### src/rtl/ucc_pkg.sv
package ucc_pkg;

  localparam int unsigned EPOCH_YEAR = 1970;
  localparam int unsigned MAX_YEAR   = 2105;
  // latest year that 32-bit epoch seconds can reach
  localparam int unsigned LAST_YEAR  = 2106;

  localparam logic [16:0] SECS_PER_DAY  = 17'd86400;
  localparam logic [11:0] SECS_PER_HOUR = 12'd3600;
  localparam logic [5:0]  SECS_PER_MIN  = 6'd60;

  // reciprocals for the divisions by constants, applied once the power-of-two
  // part of the divisor is shifted out: 86400 = 675 << 7, 3600 = 225 << 4,
  // 60 = 15 << 2
  localparam logic [25:0] RCP_DAY  = 26'd50903317;  // ceil(2^35 / 675)
  localparam logic [13:0] RCP_HOUR = 14'd9321;      // ceil(2^21 / 225)
  localparam logic [10:0] RCP_MIN  = 11'd1093;      // ceil(2^14 / 15)

  // 1970 taken modulo 4, 100 and 400
  localparam logic [1:0] EPOCH_MOD4   = 2'd2;
  localparam logic [6:0] EPOCH_MOD100 = 7'd70;
  localparam logic [8:0] EPOCH_MOD400 = 9'd370;

  localparam logic CMD_TO_CAL  = 1'b0;
  localparam logic CMD_TO_SECS = 1'b1;

  typedef enum logic [1:0] {
    DIV_DAY  = 2'd0,
    DIV_HOUR = 2'd1,
    DIV_MIN  = 2'd2
  } ucc_div_t;

  typedef struct packed {
    logic     load;
    logic     div_step;
    ucc_div_t div_sel;
    logic     year_step;
    logic     month_step;
    logic     mul;
    logic     load_out;
  } ucc_cmd_t;

  typedef struct packed {
    logic cmd;
    logic err;
    logic div_last;
    logic year_more;
    logic month_more;
  } ucc_stat_t;

  // days of month m0 (0 = January)
  function automatic logic [4:0] month_days(input logic [3:0] m0, input logic leap);
    logic [4:0] d;
    case (m0)
      4'd1:                         d = leap ? 5'd29 : 5'd28;
      4'd3, 4'd5, 4'd8, 4'd10:      d = 5'd30;
      default:                      d = 5'd31;
    endcase
    return d;
  endfunction

endpackage

### src/rtl/ucc_if.sv
interface ucc_in_if;
  logic        valid;
  logic        ready;
  logic        command;
  logic [31:0] epoch_seconds;
  logic [11:0] year_in;
  logic [3:0]  month_in;
  logic [4:0]  day_in;
  logic [4:0]  hour_in;
  logic [5:0]  minute_in;
  logic [5:0]  second_in;

  modport source (
    output valid, command, epoch_seconds, year_in, month_in, day_in, hour_in,
           minute_in, second_in,
    input  ready
  );
  modport sink (
    input  valid, command, epoch_seconds, year_in, month_in, day_in, hour_in,
           minute_in, second_in,
    output ready
  );
endinterface

interface ucc_out_if;
  logic        valid;
  logic        ready;
  logic [31:0] epoch_seconds_out;
  logic [11:0] year_out;
  logic [3:0]  month_out;
  logic [4:0]  day_out;
  logic [4:0]  hour_out;
  logic [5:0]  minute_out;
  logic [5:0]  second_out;
  logic        range_error;

  modport source (
    output valid, epoch_seconds_out, year_out, month_out, day_out, hour_out,
           minute_out, second_out, range_error,
    input  ready
  );
  modport sink (
    input  valid, epoch_seconds_out, year_out, month_out, day_out, hour_out,
           minute_out, second_out, range_error,
    output ready
  );
endinterface

### src/rtl/unix_time_calendar_converter.sv
// Converts Unix epoch seconds to a Gregorian date and time of day (command 0)
// or a date and time back to epoch seconds (command 1), one item at a time.
// The work for an item grows with Y, the number of years walked from 1970 (up
// to 136), and M, the number of months walked (up to 11). It is set by the
// three divisions by constants (command 0 only; each is a reciprocal multiply
// for the quotient, then the remainder) and by the year and month walks, which
// advance one year or one month per cycle. The next item is taken only once the
// controller is back in idle. A year outside 1970..2105 or a month outside 1..12
// on command 1 returns only range_error. The result sits in an output register,
// so the next item is taken while a finished result still waits.
module unix_time_calendar_converter import ucc_pkg::*; (
  input logic         clk,
  input logic         rst_n,
  ucc_in_if.sink      in_ch,
  ucc_out_if.source   out_ch
);

  ucc_cmd_t  cmd;
  ucc_stat_t stat;

  ucc_ctrl u_ctrl (
    .clk       (clk),
    .rst_n     (rst_n),
    .in_valid  (in_ch.valid),
    .in_ready  (in_ch.ready),
    .out_valid (out_ch.valid),
    .out_ready (out_ch.ready),
    .stat      (stat),
    .cmd       (cmd)
  );

  ucc_datapath u_datapath (
    .clk               (clk),
    .rst_n             (rst_n),
    .cmd               (cmd),
    .stat              (stat),
    .command           (in_ch.command),
    .epoch_seconds     (in_ch.epoch_seconds),
    .year_in           (in_ch.year_in),
    .month_in          (in_ch.month_in),
    .day_in            (in_ch.day_in),
    .hour_in           (in_ch.hour_in),
    .minute_in         (in_ch.minute_in),
    .second_in         (in_ch.second_in),
    .epoch_seconds_out (out_ch.epoch_seconds_out),
    .year_out          (out_ch.year_out),
    .month_out         (out_ch.month_out),
    .day_out           (out_ch.day_out),
    .hour_out          (out_ch.hour_out),
    .minute_out        (out_ch.minute_out),
    .second_out        (out_ch.second_out),
    .range_error       (out_ch.range_error)
  );

endmodule

### src/rtl/ucc_datapath.sv
module ucc_datapath import ucc_pkg::*; (
  input  logic        clk,
  input  logic        rst_n,
  input  ucc_cmd_t    cmd,
  output ucc_stat_t   stat,
  input  logic        command,
  input  logic [31:0] epoch_seconds,
  input  logic [11:0] year_in,
  input  logic [3:0]  month_in,
  input  logic [4:0]  day_in,
  input  logic [4:0]  hour_in,
  input  logic [5:0]  minute_in,
  input  logic [5:0]  second_in,
  output logic [31:0] epoch_seconds_out,
  output logic [11:0] year_out,
  output logic [3:0]  month_out,
  output logic [4:0]  day_out,
  output logic [4:0]  hour_out,
  output logic [5:0]  minute_out,
  output logic [5:0]  second_out,
  output logic        range_error
);

  logic        cmd_r;
  logic        err_r;
  logic [11:0] year_tgt_r;
  logic [3:0]  month_tgt_r;
  logic [4:0]  day_r;
  logic [4:0]  hour_r;
  logic [5:0]  minute_r;
  logic [5:0]  second_r;
  logic [31:0] rem_r;
  logic [15:0] quo_r;
  // 1 = quotient step, 0 = remainder step
  logic        cnt_r;
  logic [15:0] days_r;
  logic [11:0] year_r;
  logic [1:0]  mod4_r;
  logic [6:0]  mod100_r;
  logic [8:0]  mod400_r;
  logic [3:0]  mon_r;
  logic [31:0] prod_r;

  logic [31:0] epoch_o_r;
  logic [11:0] year_o_r;
  logic [3:0]  month_o_r;
  logic [4:0]  day_o_r;
  logic [4:0]  hour_o_r;
  logic [5:0]  minute_o_r;
  logic [5:0]  second_o_r;
  logic        range_o_r;

  logic [16:0] dvs;
  logic [50:0] qmul_day;
  logic [26:0] qmul_hour;
  logic [20:0] qmul_min;
  logic [31:0] rem_nxt;
  logic [15:0] quo_nxt;
  logic        leap;
  logic [8:0]  ylen;
  logic [4:0]  dim;
  logic        load_err;
  logic [31:0] dsum;
  logic [31:0] tod;

  // division by a constant: quotient by reciprocal multiply, remainder next cycle
  assign qmul_day  = 51'(rem_r[31:7]) * 51'(RCP_DAY);
  assign qmul_hour = 27'(rem_r[16:4]) * 27'(RCP_HOUR);
  assign qmul_min  = 21'(rem_r[11:2]) * 21'(RCP_MIN);

  always_comb begin
    case (cmd.div_sel)
      DIV_DAY: begin
        dvs     = SECS_PER_DAY;
        quo_nxt = qmul_day[50:35];
      end
      DIV_HOUR: begin
        dvs     = 17'(SECS_PER_HOUR);
        quo_nxt = 16'(qmul_hour[26:21]);
      end
      DIV_MIN: begin
        dvs     = 17'(SECS_PER_MIN);
        quo_nxt = 16'(qmul_min[20:14]);
      end
      default: begin
        dvs     = SECS_PER_DAY;
        quo_nxt = qmul_day[50:35];
      end
    endcase
    rem_nxt = rem_r - 32'(quo_r) * 32'(dvs);
  end

  assign leap = ((mod4_r == 2'd0) && (mod100_r != 7'd0)) || (mod400_r == 9'd0);
  assign ylen = leap ? 9'd366 : 9'd365;
  assign dim  = month_days(mon_r, leap);

  assign load_err = (command == CMD_TO_SECS) &&
                    ((year_in < 12'(EPOCH_YEAR)) || (year_in > 12'(MAX_YEAR)) ||
                     (month_in < 4'd1) || (month_in > 4'd12));

  assign dsum = 32'(days_r) + 32'(day_r) - 32'd1;
  assign tod  = 32'(hour_r) * 32'(SECS_PER_HOUR) + 32'(minute_r) * 32'(SECS_PER_MIN) +
                32'(second_r);

  always_comb begin
    stat.cmd      = cmd_r;
    stat.err      = err_r;
    stat.div_last = !cnt_r;
    if (cmd_r == CMD_TO_CAL) begin
      stat.year_more  = days_r >= 16'(ylen);
      stat.month_more = (mon_r < 4'd11) && (days_r >= 16'(dim));
    end else begin
      stat.year_more  = year_r < year_tgt_r;
      stat.month_more = (5'(mon_r) + 5'd1) < 5'(month_tgt_r);
    end
  end

  always_ff @(posedge clk) begin
    if (cmd.load) begin
      cmd_r       <= command;
      err_r       <= load_err;
      year_tgt_r  <= year_in;
      month_tgt_r <= month_in;
      day_r       <= day_in;
      hour_r      <= hour_in;
      minute_r    <= minute_in;
      second_r    <= second_in;
      rem_r       <= epoch_seconds;
      cnt_r       <= 1'b1;
      days_r      <= 16'd0;
      year_r      <= 12'(EPOCH_YEAR);
      mod4_r      <= EPOCH_MOD4;
      mod100_r    <= EPOCH_MOD100;
      mod400_r    <= EPOCH_MOD400;
      mon_r       <= 4'd0;
    end

    if (cmd.div_step) begin
      if (cnt_r) begin
        quo_r <= quo_nxt;
        cnt_r <= 1'b0;
      end else begin
        rem_r <= rem_nxt;
        cnt_r <= 1'b1;
        case (cmd.div_sel)
          DIV_DAY:  days_r <= quo_r;
          DIV_HOUR: hour_r <= quo_r[4:0];
          DIV_MIN: begin
            minute_r <= quo_r[5:0];
            second_r <= rem_nxt[5:0];
          end
          default: ;
        endcase
      end
    end

    if (cmd.year_step) begin
      days_r   <= (cmd_r == CMD_TO_CAL) ? days_r - 16'(ylen) : days_r + 16'(ylen);
      year_r   <= year_r + 12'd1;
      mod4_r   <= mod4_r + 2'd1;
      mod100_r <= (mod100_r == 7'd99) ? 7'd0 : mod100_r + 7'd1;
      mod400_r <= (mod400_r == 9'd399) ? 9'd0 : mod400_r + 9'd1;
    end

    if (cmd.month_step) begin
      days_r <= (cmd_r == CMD_TO_CAL) ? days_r - 16'(dim) : days_r + 16'(dim);
      mon_r  <= mon_r + 4'd1;
    end

    if (cmd.mul) begin
      prod_r <= dsum * 32'(SECS_PER_DAY);
    end

    if (cmd.load_out) begin
      if (cmd_r == CMD_TO_CAL) begin
        epoch_o_r  <= 32'd0;
        year_o_r   <= year_r;
        month_o_r  <= mon_r + 4'd1;
        day_o_r    <= days_r[4:0] + 5'd1;
        hour_o_r   <= hour_r;
        minute_o_r <= minute_r;
        second_o_r <= second_r;
        range_o_r  <= year_r > 12'(MAX_YEAR);
      end else begin
        epoch_o_r  <= err_r ? 32'd0 : prod_r + tod;
        year_o_r   <= 12'd0;
        month_o_r  <= 4'd0;
        day_o_r    <= 5'd0;
        hour_o_r   <= 5'd0;
        minute_o_r <= 6'd0;
        second_o_r <= 6'd0;
        range_o_r  <= err_r;
      end
    end
  end

  assign epoch_seconds_out = epoch_o_r;
  assign year_out          = year_o_r;
  assign month_out         = month_o_r;
  assign day_out           = day_o_r;
  assign hour_out          = hour_o_r;
  assign minute_out        = minute_o_r;
  assign second_out        = second_o_r;
  assign range_error       = range_o_r;

  a_day_rem: assert property (@(posedge clk) disable iff (!rst_n)
    (cmd.div_step && cmd.div_sel == DIV_DAY && !cnt_r) |=>
      (rem_r < 32'(SECS_PER_DAY)))
    else $error("time of day remainder not below one day");

  a_year_bound: assert property (@(posedge clk) disable iff (!rst_n)
    cmd.year_step |-> (year_r < 12'(LAST_YEAR)))
    else $error("year walk ran past the last reachable year");

  a_month_bound: assert property (@(posedge clk) disable iff (!rst_n)
    cmd.month_step |-> (mon_r < 4'd11))
    else $error("month walk ran past December");

endmodule

### src/rtl/ucc_ctrl.sv
module ucc_ctrl import ucc_pkg::*; (
  input  logic      clk,
  input  logic      rst_n,
  input  logic      in_valid,
  output logic      in_ready,
  output logic      out_valid,
  input  logic      out_ready,
  input  ucc_stat_t stat,
  output ucc_cmd_t  cmd
);

  typedef enum logic [8:0] {
    S_IDLE  = 9'b000000001,
    S_START = 9'b000000010,
    S_DDAY  = 9'b000000100,
    S_DHOUR = 9'b000001000,
    S_DMIN  = 9'b000010000,
    S_YEAR  = 9'b000100000,
    S_MONTH = 9'b001000000,
    S_MUL   = 9'b010000000,
    S_DONE  = 9'b100000000
  } ucc_state_t;

  ucc_state_t state_r, state_nxt;
  logic       out_valid_r, out_valid_nxt;

  always_comb begin
    cmd       = '0;
    state_nxt = state_r;
    in_ready  = (state_r == S_IDLE);
    case (state_r)
      S_IDLE: begin
        if (in_valid) begin
          cmd.load  = 1'b1;
          state_nxt = S_START;
        end
      end
      S_START: begin
        if (stat.cmd == CMD_TO_CAL) begin
          state_nxt = S_DDAY;
        end else if (stat.err) begin
          state_nxt = S_DONE;
        end else begin
          state_nxt = S_YEAR;
        end
      end
      S_DDAY: begin
        cmd.div_step = 1'b1;
        cmd.div_sel  = DIV_DAY;
        if (stat.div_last) state_nxt = S_DHOUR;
      end
      S_DHOUR: begin
        cmd.div_step = 1'b1;
        cmd.div_sel  = DIV_HOUR;
        if (stat.div_last) state_nxt = S_DMIN;
      end
      S_DMIN: begin
        cmd.div_step = 1'b1;
        cmd.div_sel  = DIV_MIN;
        if (stat.div_last) state_nxt = S_YEAR;
      end
      S_YEAR: begin
        if (stat.year_more) begin
          cmd.year_step = 1'b1;
        end else begin
          state_nxt = S_MONTH;
        end
      end
      S_MONTH: begin
        if (stat.month_more) begin
          cmd.month_step = 1'b1;
        end else begin
          state_nxt = (stat.cmd == CMD_TO_CAL) ? S_DONE : S_MUL;
        end
      end
      S_MUL: begin
        cmd.mul   = 1'b1;
        state_nxt = S_DONE;
      end
      S_DONE: begin
        // wait for the output register to free up
        if (!out_valid_r || out_ready) begin
          cmd.load_out = 1'b1;
          state_nxt    = S_IDLE;
        end
      end
      default: state_nxt = S_IDLE;
    endcase
    out_valid_nxt = cmd.load_out | (out_valid_r & ~out_ready);
  end

  always_ff @(posedge clk) begin
    if (!rst_n) begin
      state_r     <= S_IDLE;
      out_valid_r <= 1'b0;
    end else begin
      state_r     <= state_nxt;
      out_valid_r <= out_valid_nxt;
    end
  end

  assign out_valid = out_valid_r;

  a_one_item: assert property (@(posedge clk) disable iff (!rst_n)
    (in_valid && in_ready) |=> !in_ready)
    else $error("second item taken while one is in work");

  a_no_overwrite: assert property (@(posedge clk) disable iff (!rst_n)
    (out_valid && !out_ready) |=> !cmd.load_out || !$past(cmd.load_out))
    else $error("pending result overwritten");

  a_result_shown: assert property (@(posedge clk) disable iff (!rst_n)
    cmd.load_out |=> out_valid)
    else $error("loaded result not presented");

endmodule

### src/flat_wrapper.sv
// flat-port wrapper written by rule: the top's interface ports become plain ports
module unix_time_calendar_converter_flat import ucc_pkg::*;
  (clk, rst_n, in_ch_valid, in_ch_command, in_ch_epoch_seconds, in_ch_year_in, in_ch_month_in, in_ch_day_in, in_ch_hour_in, in_ch_minute_in, in_ch_second_in, in_ch_ready, out_ch_valid, out_ch_epoch_seconds_out, out_ch_year_out, out_ch_month_out, out_ch_day_out, out_ch_hour_out, out_ch_minute_out, out_ch_second_out, out_ch_range_error, out_ch_ready);
  ucc_in_if in_ch_i ();
  ucc_out_if out_ch_i ();
  input logic clk;
  input logic rst_n;
  input wire logic [$bits(in_ch_i.valid)-1:0] in_ch_valid;
  input wire logic [$bits(in_ch_i.command)-1:0] in_ch_command;
  input wire logic [$bits(in_ch_i.epoch_seconds)-1:0] in_ch_epoch_seconds;
  input wire logic [$bits(in_ch_i.year_in)-1:0] in_ch_year_in;
  input wire logic [$bits(in_ch_i.month_in)-1:0] in_ch_month_in;
  input wire logic [$bits(in_ch_i.day_in)-1:0] in_ch_day_in;
  input wire logic [$bits(in_ch_i.hour_in)-1:0] in_ch_hour_in;
  input wire logic [$bits(in_ch_i.minute_in)-1:0] in_ch_minute_in;
  input wire logic [$bits(in_ch_i.second_in)-1:0] in_ch_second_in;
  output wire logic [$bits(in_ch_i.ready)-1:0] in_ch_ready;
  output wire logic [$bits(out_ch_i.valid)-1:0] out_ch_valid;
  output wire logic [$bits(out_ch_i.epoch_seconds_out)-1:0] out_ch_epoch_seconds_out;
  output wire logic [$bits(out_ch_i.year_out)-1:0] out_ch_year_out;
  output wire logic [$bits(out_ch_i.month_out)-1:0] out_ch_month_out;
  output wire logic [$bits(out_ch_i.day_out)-1:0] out_ch_day_out;
  output wire logic [$bits(out_ch_i.hour_out)-1:0] out_ch_hour_out;
  output wire logic [$bits(out_ch_i.minute_out)-1:0] out_ch_minute_out;
  output wire logic [$bits(out_ch_i.second_out)-1:0] out_ch_second_out;
  output wire logic [$bits(out_ch_i.range_error)-1:0] out_ch_range_error;
  input wire logic [$bits(out_ch_i.ready)-1:0] out_ch_ready;
  assign in_ch_i.valid = in_ch_valid;
  assign in_ch_i.command = in_ch_command;
  assign in_ch_i.epoch_seconds = in_ch_epoch_seconds;
  assign in_ch_i.year_in = in_ch_year_in;
  assign in_ch_i.month_in = in_ch_month_in;
  assign in_ch_i.day_in = in_ch_day_in;
  assign in_ch_i.hour_in = in_ch_hour_in;
  assign in_ch_i.minute_in = in_ch_minute_in;
  assign in_ch_i.second_in = in_ch_second_in;
  assign in_ch_ready = in_ch_i.ready;
  assign out_ch_valid = out_ch_i.valid;
  assign out_ch_epoch_seconds_out = out_ch_i.epoch_seconds_out;
  assign out_ch_year_out = out_ch_i.year_out;
  assign out_ch_month_out = out_ch_i.month_out;
  assign out_ch_day_out = out_ch_i.day_out;
  assign out_ch_hour_out = out_ch_i.hour_out;
  assign out_ch_minute_out = out_ch_i.minute_out;
  assign out_ch_second_out = out_ch_i.second_out;
  assign out_ch_range_error = out_ch_i.range_error;
  assign out_ch_i.ready = out_ch_ready;
  unix_time_calendar_converter u_core (.clk(clk), .rst_n(rst_n), .in_ch(in_ch_i), .out_ch(out_ch_i));
endmodule
### config.mk
export PLATFORM = sky130hd
export DESIGN_NAME = unix_time_calendar_converter_flat
export DESIGN_NICKNAME = d
export VERILOG_FILES = /design/src/rtl/ucc_pkg.sv /design/src/rtl/ucc_if.sv /design/src/rtl/unix_time_calendar_converter.sv /design/src/rtl/ucc_datapath.sv /design/src/rtl/ucc_ctrl.sv /design/src/flat_wrapper.sv
export SDC_FILE = /design/constraint.sdc
export NUM_CORES = 2
export LEC_CHECK = 0
export BUFFER_PORTS_ARGS = -buffer_cell sky130_fd_sc_hd__buf_2
export CORE_UTILIZATION = 55
export DETAILED_ROUTE_END_ITERATION = 12
export GPL_ROUTABILITY_DRIVEN = 0
export GPL_TIMING_DRIVEN = 0
export HOLD_SLACK_MARGIN = 0.03
export PLACE_DENSITY = 0.72
export SLEW_MARGIN = 20
export SYNTH_ARGS = -nofsm -noshare
export SYNTH_HDL_FRONTEND = slang
export SYNTH_SLANG_ARGS = --single-unit
### constraint.sdc
create_clock -name clk -period 9.3 [get_ports clk]
set_input_delay 1.86 -clock clk [delete_from_list [all_inputs] [get_ports clk]]
set_output_delay 1.86 -clock clk [all_outputs]
set_load 0.1 [all_outputs]
=== After elaboration in Yosys (flattened, before gate mapping) ===
Index checks and enable logic that the tools add are counted.

* Add/sub/neg operators: 17
* Multipliers: 7
* Magnitude comparators: 10
* Equal/unequal tests: 25
* Muxes and demuxes: 66
* Bitwise gates (word level): 4
* Reduce and logical (&&, ||, !) cells: 20

{| class="wikitable"
|+ Operators with widths
! cell !! count
|-
| $mux 16 || 8
|-
| $mux 9 || 13
|-
| $mux 32 || 3
|-
| $pmux 9 s9 || 1
|-
| $mul 25x26->51 const B || 1
|-
| $mux 6 || 8
|-
| $pmux 17 s2 || 1
|-
| $add 32x19->32 || 1
|-
| $mul 16x17->32 || 1
|-
| $mul 32x10->25 const B || 1
|-
| $pmux 16 s2 || 1
|-
| $sub 32x32->32 || 1
|-
| $mul 13x14->27 const B || 1
|-
| $gt 12x12->1 const B || 2
|-
| $mux 12 || 2
|-
| $mul 10x11->21 const B || 1
|-
| $mux 7 || 3
|-
| $mux 5 || 4
|-
| $add 18x6->19 || 1
|-
| $add 17x12->18 || 1
|-
| $eq 9x9->1 const B || 2
|-
| $sub 17x1->18 const B || 1
|-
| $add 16x5->17 || 1
|-
| $add 16x5->16 || 1
|-
| 55 further kinds || 89
|}

* Register bits: 245
* Input bits: 75
* Output and inout bits: 73
* Logic and storage cells: 177

=== Logic depth before layout (Yosys ltp) ===
* Depth after elaboration: 12
* Gate-level depth with buffers: 31
* Mapped depth without buffers: 29

=== By module ===
Synthesis repeated with hierarchy kept, for this count alone.

* Cell total of the unflattened synthesis: 3874
* Area total of the unflattened synthesis: 37627.3 um^2

{| class="wikitable"
|+ By module, submodules not included
! module !! times used !! cells each !! area each (um^2) !! seq. area each (um^2)
|-
| ucc_datapath || 1 || 3785 || 36876.6 || 6406.1
|-
| ucc_ctrl || 1 || 89 || 750.7 || 200.2
|}

=== Worst setup path before layout ===
No wires, ideal clock.

* Kind: register to register
* From: reg u_core.u_ctrl.state_r[6]
* To: reg u_core.u_datapath.rem_r[31]
* Library setup time: 0.132 ns
* Arrival: 7.895 ns
* Required time: 9.168 ns
* Setup slack: 1.272 ns
* Stages on the path, launching flop included: 28
* Path buffers: 3
* Clock period less this slack: 8.028 ns
* Cell sequence: dfxtp_1 > clkbuf_1 > or3_1 > or4_1 > ha_1 > clkbuf_1 > buf_1 > nand2_1 > fa_1 > inv_1 > fa_1 > inv_1 > fa_1 > fa_1 > fa_1 > inv_1 > fa_1 > inv_1 > ha_1 > a21o_1 > a21o_1 > a2111o_1 > a2111oi_2 > nor2_1 > a311oi_2 > o21ai_1 > xnor2_1 > a21oi_1

* Cells in the longest elaborated chain, start to end: 8
* Elaborated cells between the ends (all ways): 14
* Those cells by class: add/sub: 1; mul: 1; eq/ne: 6; mux: 6

{| class="wikitable"
|+ RTL lines
! what !! RTL line !! RTL
|-
| from (decl) || ucc_ctrl.sv:24 || <nowiki>ucc_state_t state_r, state_nxt;</nowiki>
|-
| from (signal assigned) || ucc_ctrl.sv:97 || <nowiki>state_r <= state_nxt;</nowiki>
|-
| $eq 9x5->1 (tied with other cells) || ucc_ctrl.sv:31 || <nowiki>case (state_r)</nowiki>
|-
| $pmux 3 s3 || ucc_ctrl.sv:31 ||
|-
| $eq 2x2->1 or $eq 2x1->1 (tied branches) || ucc_datapath.sv:72 || <nowiki>case (cmd.div_sel)</nowiki>
|-
| $pmux 17 s2 || ucc_datapath.sv:72 ||
|-
| $mul 16x17->32 || ucc_datapath.sv:90 || <nowiki>rem_nxt = rem_r - 32'(quo_r) * 32'(dvs);</nowiki>
|-
| $sub 32x32->32 || ucc_datapath.sv:90 ||
|-
| $mux 32 || ucc_datapath.sv:139 || <nowiki>if (cnt_r) begin</nowiki>
|-
| $mux 32 (*) || ucc_datapath.sv:138 || <nowiki>if (cmd.div_step) begin</nowiki>
|-
| to (signal assigned) || ucc_datapath.sv:128 || <nowiki>rem_r <= epoch_seconds;</nowiki>
|-
| to (signal assigned) || ucc_datapath.sv:143 || <nowiki>rem_r <= rem_nxt;</nowiki>
|-
| to (decl) || ucc_datapath.sv:32 || <nowiki>logic [31:0] rem_r;</nowiki>
|}

Every way passes the cells marked *; elsewhere a longest branch is shown, timed or not.
A chain may end at the register's enable or synchronous reset.

=== Worst setup path after layout ===
* From: reg u_core.u_ctrl.state_r[6]
* To: reg u_core.u_datapath.rem_r[29]

The elaborated chain is that of the path after synthesis.

==> summary.txt <==
Outcome
  • Status: finished clean

STA
  • Final Hold Fails: 0
  • Slew @ Worst Pin: 1220 ps
  • Final setup vio count: 0
  • Fin. max-slew vios: 0
  • Achievable frequency: 0.111 GHz
  • Relative slew slack: 16.7%
  • Period utilization: 97.0%
  • Fin crit period: 9020 ps
  • Setup_tns: 0 ps
  • Clock skew: 16.9 ps

Setup path
  • Worst setup SP type: flop
  • Crit Reg-Reg Startpoint: u_core.u_ctrl.state_r[6]
  • Slowest Stage Delay on Critical Path: 680 ps
  • Worst reg2reg path endpoint: u_core.u_datapath.rem_r[29]
  • Crit path kind: flop to flop
  • Crit path max fanout: 10
  • CP max-delay cell: or4_1
  • CP required: 9750 ps
  • Reg2Reg Depth: 25
  • Crit path arrival time: 9480 ps
  • Worst reg-to-reg setup slack: 280 ps
  • Cell mode on critical path: fa_1
  • CP endpoint kind: flop
  • Setup crit start: u_core.u_ctrl.state_r[6]

Clock network
  • Clock Latency Late Sink: 590 ps
  • Postcts setup bufs: 0
  • CTS root buf: clkbuf_16
  • Clock Path Buffers: 3
  • Num CTS Buffers: 27
  • TritonCTS clock tree: done
  • Reg clk slew, reported paths: 60 ps
  • H-tree depth: 1
  • CTS Sinks: 245

Route
  • Via count: 27577
  • Drt pass-1 iters: 7
  • Via density: 5.57
  • Total wire length: 92300 microns
  • DRT antenna net count: 0
  • DR iter-0 viols: 2230
  • Post-route DRC: 0
  • Wire per inst: 18.6 microns

Layout
  • Layout cells sized above 1: 6.13%
  • Multi-input gate area: 27200 sq um
  • Storage cell area: 6610 sq um
  • Synthesis-to-layout area growth: 7.80%
  • ANT cells: 0
  • Fillers: 5714
  • NumNets Final: 5317

Global routing
  • Largest net degree at the start of global routing: 31
  • Vias in the first global route: 28224
  • First-pass GRT wire length: 150000 microns
  • M2 GR Usage: 44.7%
  • Total gr overflow: 0
  • Initial antenna violation count: 0
  • M3 GR Usage: 3.63%
  • GRT Max-Usage Layer: met2
  • Met1 usage: 37.5%
  • Total GRT Usage: 27.6%

Synth
  • Syn Nets: 5139
  • Primary FF master, synth: edfxtp_1
  • Main area contributors after synthesis: ha_1, fa_1, edfxtp_1, inv_1, dfxtp_1
  • Post-Syn Area: 37200 sq um
  • FF+latch count, synth: 245
  • Synth top area share: 24.8%
  • Mean post-synth cell area: 9.61 sq um
  • FFs w/ async S/R, synth: 0%
  • Synth cell types: 87
  • Register area share after synthesis: 17.7%
  • Cells after Synth: 3877
  • Number of synthesized flops with an enable pin: 170
  • Cell taking the most area after synthesis: ha_1
  • YS warnings: 0

Place
  • Hpwl dp: 78100 microns
  • I/O Buffers: 147

Floorplanning
  • Die width: 262 microns
  • Io pins: 148
  • Die area: 68800 sq um
  • Core Area: 67000 sq um
  • Row cnt: 95
  • Die height: 262 microns
  • Initial cell density of the core: 55.6%

Hold path
  • Worst hold path type: flop to flop
  • Hold depth: 2
  • HP Start: u_core.u_datapath.second_r[5]
  • Hold EP: u_core.u_datapath.second_r[5]

Job
  • Max capacitance violation total: 0
metrics by stage:
step / utilization, % / worst slack [ps] / hold slack (ps) / cells / instance area (sq um)
floorplan: - / 1270 / 451 / 3877 / 37200
global placement: 58.3 / -360 / 478 / 4897 / 39100
detailed placement: 58.4 / -433 / 485 / 4900 / 39200
CTS: 59.9 / 93.6 / 495 / 4949 / 40100
global route: 59.9 / -9.00 / 502 / 4949 / 40200
finish: 59.9 / 275 / 489 / 4949 / 40200
critical path: cells and delay by family (launching register included):
kind,cells,cell delay (ps)
AOI/OAI and AO/OA,7,1930
xor gates and xnor gates,1,240
adders and majority gates,8,3990
buffers and inverters,5,930
DFF,1,290
and+or+nand+nor,4,1490
synth_stat cells (51+ instances only):
cell	count
a21o_1	65
a21oi_1	140
a31oi_1	55
clkbuf_1	52
dfxtp_1	75
edfxtp_1	170
fa_1	450
ha_1	737
inv_1	863
nand2_1	274
nand3_1	51
nor2_1	208
o21ai_0	81
xnor2_1	96
cells in the final DEF (no fill, tap or decap), types with 8 or more instances in the layout:
master     Yosys  routed
clkbuf_1      52      52
or2_2          9       9
o211ai_1       9       9
and3_1        32      32
buf_2          7     157
a221o_1        8       8
o21bai_1      21      21
nor2b_1       36      35
a21oi_1      140     140
o22ai_1       16      16
edfxtp_1     170     170
or3_1         22      22
ha_1         737     736
nand3_1       51      51
a21o_1        65      65
xnor2_1       96      96
xor2_1        48      48
inv_1        863     863
a31oi_1       55      55
fa_1         450     450
o21ai_0       81      81
nand4_1       24      24
nor2_1       208     207
mux2i_1       16      16
nor4_1        12      12
a221oi_1      13      13
dfxtp_1       75      72
a211oi_1      23      23
nand2b_1      22      22
and2_1        30      30
nor3_1        47      47
o31ai_1       12      12
nand2_1      274     273
clkbuf_16      0      27
o21a_1        18      18
final cells by class:
type,count,area share [%]
flip-flops and latches,245,16.5
clock buffers,30,1.71
plain buffers,66,0.689
multi-input cells,2701,67.7
repair buffers,150,2.00
inverters,864,8.08
clock inverters,20,0.689
well taps,873,2.72
flip-flops by register name, summed over array words and instances (netlist names), 12 cells and up:
signal / flops
u_core.u_datapath.year_tgt_r: 12
u_core.u_datapath.year_r: 12
u_core.u_datapath.quo_r: 16
u_core.u_datapath.days_r: 16
u_core.u_datapath.epoch_seconds_out: 32
u_core.u_datapath.year_out: 12
u_core.u_datapath.rem_r: 32
u_core.u_datapath.prod_r: 25
metal layers:
layer,vias to the layer above,wire (microns)
met1,13345,40400
met4,0,4150
li1,13132,-
met3,212,6060
met5,-,0
met2,888,41700
repair_timing:
item,CTS,global route
setup endpoints to repair,5,4
gates resized for setup,4,3
endpoints found under the hold margin,0,0
pin swaps,0,1
hold buffers,0,0
how the worst max path moves through the flow:
stage                                   to  depth (start not counted)
3_3_place_gp   u_core.u_datapath.rem_r[31]                         25
4_1_cts        u_core.u_datapath.rem_r[31]                         25
2_1_floorplan  u_core.u_datapath.rem_r[31]                         27
5_1_grt        u_core.u_datapath.rem_r[31]                         25
3_5_place_dp   u_core.u_datapath.rem_r[31]                         25
6_report       u_core.u_datapath.rem_r[29]                         25
cells by family after synthesis:
| group | Yosys count | synth area share [%] |
|---|---|---|
| AND/OR/NAND/NOR | 800 | 10.0 |
| flip-flops | 245 | 17.7 |
| XOR/XNOR | 145 | 3.45 |
| AO/OA/AOI/OAI | 553 | 9.96 |
| multiplexers | 16 | 0.430 |
| buffers and inverters | 931 | 9.45 |
| adder cells (fa/ha/maj) | 1187 | 48.9 |
Power is not shown: default switching activity piles up to over one toggle a cycle in this logic, so the estimate is an artifact.
